<file path="config.mk">
export PLATFORM = sky130hd
export DESIGN_NAME = psu_arith
export DESIGN_NICKNAME = d
export VERILOG_FILES = /design/src/rtl/psu_pkg.sv /design/src/rtl/psu_arith.sv
export SDC_FILE = /design/constraint.sdc
export NUM_CORES = 1
export LEC_CHECK = 0
export CAP_MARGIN = 40
export CELL_PAD_IN_SITES_DETAIL_PLACEMENT = 1
export CELL_PAD_IN_SITES_GLOBAL_PLACEMENT = 2
export CORE_ASPECT_RATIO = 1.5
export CORE_MARGIN = 2
export CORE_UTILIZATION = 42
export CTS_BUF_LIST = sky130_fd_sc_hd__clkbuf_4
export CTS_CLUSTER_DIAMETER = 120
export CTS_CLUSTER_SIZE = 20
export DETAILED_ROUTE_END_ITERATION = 7
export DONT_BUFFER_PORTS = 1
export PLACE_DENSITY_LB_ADDON = 0.1
export SYNTH_ARGS = -nofsm -noshare
export SYNTH_HDL_FRONTEND = slang
export SYNTH_SLANG_ARGS = --single-unit
</file>
<file path="constraint.sdc">
create_clock -name clk_i -period 4.6 [get_ports clk_i]
set_clock_uncertainty 0.1 [all_clocks]
set_input_delay 1.15 -clock clk_i [delete_from_list [all_inputs] [get_ports clk_i]]
set_output_delay 1.15 -clock clk_i [all_outputs]
set_load 0.01 [all_outputs]
</file>
<file path="src/rtl/psu_pkg.sv">
// Shared types, constants and helper functions of the particle state update block.
`timescale 1ns / 1ps

package psu_pkg;

  localparam int PARTICLES_DEF = 256;
  localparam int FRAC_BITS_DEF = 16;
  localparam int AGE_BITS      = 16;
  localparam int CFG_IDX_BITS  = 3;
  localparam int AR_CNT_BITS   = 5;

  localparam logic [AGE_BITS:0] AGE_ONE = {1'b1, {AGE_BITS{1'b0}}};

  // Register reset values.
  localparam logic [30:0] INITIAL_SPEED_RST = 31'd0;
  localparam logic [30:0] FINAL_SPEED_RST   = 31'd0;
  localparam logic [15:0] INITIAL_SIZE_RST  = 16'd256;
  localparam logic [15:0] FINAL_SIZE_RST    = 16'd256;
  localparam logic [23:0] LIFESPAN_RST      = 24'd327680;
  localparam logic [31:0] INITIAL_RGBA_RST  = 32'hFFFF_FFFF;
  localparam logic [31:0] FINAL_RGBA_RST    = 32'hFFFF_FFFF;

  typedef enum logic [CFG_IDX_BITS-1:0] {
    REG_INITIAL_SPEED = 3'd0,
    REG_FINAL_SPEED   = 3'd1,
    REG_INITIAL_SIZE  = 3'd2,
    REG_FINAL_SIZE    = 3'd3,
    REG_LIFESPAN      = 3'd4,
    REG_INITIAL_RGBA  = 3'd5,
    REG_FINAL_RGBA    = 3'd6
  } psu_reg_e;

  typedef enum logic {
    CMD_SPAWN = 1'b0,
    CMD_STEP  = 1'b1
  } psu_cmd_e;

  typedef enum logic {
    VSEL_ACCEL = 1'b0,
    VSEL_VEL   = 1'b1
  } psu_vsel_e;

  typedef enum logic {
    AR_DIV  = 1'b0,
    AR_SQRT = 1'b1
  } psu_arop_e;

  typedef enum logic [4:0] {
    S_IDLE,
    S_LOAD,
    S_AGE,
    S_AGE_WAIT,
    S_BL_SPD,
    S_BL_SIZE,
    S_BL_COL,
    S_AMAG,
    S_SQ_MUL,
    S_SQ_ADD,
    S_SQRT,
    S_SQRT_WAIT,
    S_RS_MUL,
    S_RS_DIV,
    S_RS_WAIT,
    S_POS_MUL,
    S_POS_ADD,
    S_DONE
  } psu_state_e;

  typedef struct packed {
    psu_cmd_e           cmd;
    logic [7:0]         particle;
    logic [15:0]        delta_time;
    logic signed [31:0] vec_x;
    logic signed [31:0] vec_y;
    logic signed [31:0] vec_z;
    logic [30:0]        accel_amount;
    logic signed [31:0] start_x;
    logic signed [31:0] start_y;
    logic signed [31:0] start_z;
  } psu_in_t;

  typedef struct packed {
    logic [7:0]         particle_out;
    logic signed [31:0] pos_x;
    logic signed [31:0] pos_y;
    logic signed [31:0] pos_z;
    logic [15:0]        size_now;
    logic [31:0]        rgba_now;
    logic signed [31:0] life_left;
  } psu_out_t;

  typedef struct packed {
    logic signed [31:0] pos_x;
    logic signed [31:0] pos_y;
    logic signed [31:0] pos_z;
    logic signed [31:0] vel_x;
    logic signed [31:0] vel_y;
    logic signed [31:0] vel_z;
    logic signed [31:0] life;
  } psu_entry_t;

  typedef struct packed {
    logic        start;
    psu_arop_e   op;
    logic [63:0] num;
    logic [31:0] den;
  } psu_ar_req_t;

  typedef struct packed {
    logic        busy;
    logic        done;
    logic [31:0] result;
  } psu_ar_rsp_t;

  // Magnitude of a signed 32-bit value; the most negative value becomes 2^31.
  function automatic logic [32:0] psu_abs(input logic signed [31:0] v);
    logic signed [32:0] e;
    e = {v[31], v};
    return e[32] ? 33'(-e) : 33'(e);
  endfunction

  // Clamp a wide signed value into the signed 32-bit range.
  function automatic logic signed [31:0] psu_sat32(input logic signed [65:0] v);
    logic signed [31:0] r;
    if (!v[65] && (|v[64:31])) begin
      r = 32'sh7FFF_FFFF;
    end else if (v[65] && !(&v[64:31])) begin
      r = 32'sh8000_0000;
    end else begin
      r = v[31:0];
    end
    return r;
  endfunction

endpackage

</file>
<file path="src/rtl/psu_arith.sv">
// Bit-serial unsigned divider and integer square root, one result bit per cycle.
`timescale 1ns / 1ps

module psu_arith (
  input  logic                  clk_i,
  input  logic                  rst_ni,
  input  psu_pkg::psu_ar_req_t  req_i,
  output psu_pkg::psu_ar_rsp_t  rsp_o
);
  import psu_pkg::*;

  logic                   busy_q, done_q;
  logic [AR_CNT_BITS-1:0] cnt_q;
  psu_arop_e              op_q;
  logic [31:0]            den_q;
  logic [34:0]            rem_q, rem_d;
  logic [63:0]            sh_q, sh_d;
  logic [31:0]            res_q, res_d;

  logic [32:0] div_r;
  logic [34:0] sq_r, sq_trial;
  logic        ge;

  // Division keeps a remainder below the divisor; the root keeps one at most twice the root.
  always_comb begin
    div_r    = {rem_q[31:0], sh_q[63]};
    sq_r     = {rem_q[32:0], sh_q[63:62]};
    sq_trial = {1'b0, res_q, 2'b01};
    ge       = 1'b0;
    rem_d    = rem_q;
    sh_d     = sh_q;
    unique case (op_q)
      AR_DIV: begin
        ge    = div_r >= {1'b0, den_q};
        rem_d = ge ? 35'(div_r - {1'b0, den_q}) : 35'(div_r);
        sh_d  = {sh_q[62:0], 1'b0};
      end
      AR_SQRT: begin
        ge    = sq_r >= sq_trial;
        rem_d = ge ? (sq_r - sq_trial) : sq_r;
        sh_d  = {sh_q[61:0], 2'b00};
      end
      default: ;
    endcase
    res_d = {res_q[30:0], ge};
  end

  always_ff @(posedge clk_i or negedge rst_ni) begin
    if (!rst_ni) begin
      busy_q <= 1'b0;
      done_q <= 1'b0;
      cnt_q  <= '0;
    end else begin
      done_q <= busy_q && (&cnt_q);
      if (req_i.start) begin
        busy_q <= 1'b1;
        cnt_q  <= '0;
      end else if (busy_q) begin
        cnt_q <= cnt_q + 1'b1;
        if (&cnt_q) begin
          busy_q <= 1'b0;
        end
      end
    end
  end

  always_ff @(posedge clk_i) begin
    if (req_i.start) begin
      op_q  <= req_i.op;
      den_q <= req_i.den;
      res_q <= '0;
      if (req_i.op == AR_DIV) begin
        rem_q <= {3'd0, req_i.num[63:32]};
        sh_q  <= {req_i.num[31:0], 32'd0};
      end else begin
        rem_q <= '0;
        sh_q  <= req_i.num;
      end
    end else if (busy_q) begin
      rem_q <= rem_d;
      sh_q  <= sh_d;
      res_q <= res_d;
    end
  end

  assign rsp_o.busy   = busy_q;
  assign rsp_o.done   = done_q;
  assign rsp_o.result = res_q;

  a_start_idle: assert property (@(posedge clk_i) disable iff (!rst_ni)
    req_i.start |-> !busy_q) else $error("arith unit started while busy");
  a_done_after_busy: assert property (@(posedge clk_i) disable iff (!rst_ni)
    done_q |-> $past(busy_q) && !busy_q) else $error("arith done without a run");
  a_cnt_idle: assert property (@(posedge clk_i) disable iff (!rst_ni)
    !busy_q |-> cnt_q == '0) else $error("arith step counter not parked");

endmodule
</file>
==> flow_summary.toml <==
[place]
hpwl_um = 29500
gp_congestion = 0.875
port_buffers = 0
placed_cell_area_um2 = 12300

[pwr]
leakagePower_nw = 5.26
power_density_nw_per_um2 = 619
vdd_drop_max_v = 0.000199

[finish]
final_util_pct = 44.8
fin_area_um2 = 12500
layout-drive-gt1-share_pct = 7.06
final_nets = 1416
synthToLayoutAreaGrowth_pct = 5.13

[clock_tree]
htreeDepth = 4
cts_root_buffer = "clkbuf_4"
numCtsBuffers = 17
post_cts_buffers = 0
cts_num_sinks = 169
path_clk_slew_ns = 0.15
cts_tree = "done"
clk_path_buf_depth = 2
cts_resized = 0
insertion_delay_ns = 0.64
ctsHoldBuffers = 0

[detailed_routing]
antenna_left = 0
first_iter_violations = 417
wl_per_cell_um = 24.0
post-route-drc-count = 0
wl_um = 38500
drt_pass1_iterations = 7
vias = 9803
viasPerCell = 6.10

[worst_setup_path]
cp_slowest_stage_delay_ns = 0.54
cp_cell_sequence = "ha_1 > o21ai_0 > a211oi_2 > a22oi_2 > a211oi_2 > o311ai_4 > a21boi_1 > nor2_1 > buf_4 > a211oi_1 > o21ai_0"
critical-path-top-delay-family = "compound AO/OA/AOI/OAI gates"
setup.worst_path.start_class = "register"
slowest_stage = "edfxtp_1"
cp.arrival_ns = 4.66
endpoint_kind = "register"
required_ns = 4.87
critical_path_class = "reg -> reg"
path_buf_inv = 1
worstPathMaxFanout = 11

[synthesis]
synth.area.top_cells = "edfxtp_1 (33%), mux2i_1 (7.6%), ha_1 (7.1%)"
yosysWarnings = 0
synthMostInstantiatedCell = "nand2_1"
synth_top_family_by_area = "compound AO/OA/AOI/OAI gates"
yosys-top-cells-count = "nand2_1 (142), edfxtp_1 (130), mux2i_1 (90)"
synthArstFlopShare_pct = 4.14
syn_area_um2 = 11900
synthAdderAreaFrac_pct = 7.31
synth.area.mux_share_pct = 8.45
syn_nets = 1441
synth-compound-area-share_pct = 22.5
synth_largest_type_area_fraction_pct = 32.8
synth_edf_count = 130
netlist-cell-type-count = 89
synth-simple-area-share_pct = 12.9
syn_area_per_cell_um2 = 9.36
synth_ff_type = "edfxtp_1"
yosys.area.top_type = "edfxtp_1"
ys_seq_area_share_pct = 39.6
synthCells = 1272
synth_xor_xnor_area_share_pct = 4.05
ys_seq_elements = 169

[global_routing]
antenna_found_initial = 2
grt_pass1_vias = 10300
grt_pass1_wl_um = 60400
grt_overflow_total = 0
grt_max_degree = 135
grt_use_total_pct = 26.6

[worst_hold_path]
hold_path.class = "in -> async"

[sta]
finalCritPeriodShare_pct = 95.4
fin_tns_setup_ns = 0
relSlewSlack_pct = 46.9
worstMarginPinSlew_ns = 0.797
fin_crit_ns = 4.39
max_freq_ghz = 0.228
rsz0062_at_grt = "no"
report.final.slew_viol_count = 0
hold_slack_ns = 0.0705
hold_viol_final = 0
setup_viol = 0

[die]
fp.coreArea_um2 = 28000
die-area_um2 = 29700
die_x_um = 141
num_io_pins = 134
initial_core_util_pct = 42.6
die_height_um = 210
row_count = 75

[job]
maxCapViolations = 0

[status]
status = "completed"
## per-stage QoR
step	cells	total power, W	worst slack [ns]
final	1607	0.00774	0.210
after CTS	1606	0.00777	0.238
after detailed placement	1574	0.00694	0.282
after global placement	1574	0.00690	0.324
after floorplan	1272	0.00564	0.659
after global routing	1607	0.00835	0.0393
## flip-flops by register name, summed over array words and instances (netlist names)
register,flops
sh_q,64
rem_q,33
op_q,1
busy_q,1
den_q,32
done_q,1
cnt_q,5
res_q,32
## report_power, final
| part | switching (W) | internal (W) | total [W] |
|---|---|---|---|
| Clock | 0.000568 | 0.000227 | 0.000794 |
| Sequential | 0.000293 | 0.00194 | 0.00224 |
| Combinational | 0.00279 | 0.00192 | 0.00471 |
## path summary, 6_finish.rpt
check                      depth (start not counted)     start  slack [ns]        end
hold reg to reg                                    2  cnt_q[3]        0.46   cnt_q[3]
setup / recovery                                  11  rem_q[0]        0.21  rem_q[19]
min in group clk_i                                 2  cnt_q[3]        0.46   cnt_q[3]
hold / removal                                     0    rst_ni        0.07   cnt_q[3]
max in group asynchronous                          0    rst_ni        4.23     busy_q
setup reg to reg                                  11  rem_q[0]        0.21  rem_q[19]
## logic make-up after synthesis
group | after synthesis
adder cells (fa/ha/maj) | 69
multiplexers | 99
flip-flops | 169
buffers and inverters | 153
XOR/XNOR | 55
AND/OR/NAND/NOR | 335
AO/OA/AOI/OAI | 392
## per-layer routing
layer | GRT usage (%) | wire length, um
met1 | 32.0 | 16000
met2 | 45.9 | 19400
met3 | 5.61 | 1720
met4 | 10.8 | 1400
met5 | 0 | 13
## cell usage in the layout (no fill, tap or decap), types with 9 or more instances in the layout
cell type	n
and3_1	12
inv_1	86
a22oi_1	52
nor2_1	67
a21oi_1	89
a31oi_1	16
buf_4	19
nand2_1	141
edfxtp_1	130
mux2i_1	90
dfxtp_1	32
ha_1	68
clkbuf_4	20
o21ai_0	80
xnor2_1	32
xor2_1	23
o211ai_1	18
nor3_1	19
a21o_1	25
o21bai_1	9
nand4_1	9
nand3_1	31
nor2b_1	17
a211oi_1	18
## area by class of cell
| cell class | instances | area, um^2 |
|---|---|---|
| Inverter | 87 | 327 |
| Antenna cell | 1 | 2.50 |
| Multi-Input combinational cell | 950 | 6600 |
| Clock buffer | 20 | 150 |
| Timing Repair Buffer | 22 | 203 |
| Clock inverter | 12 | 78.8 |
| Tap cell | 346 | 433 |
| Fill cell | 3201 | 15400 |
| Sequential cell | 169 | 4720 |
(Power assumes the default switching activity.)
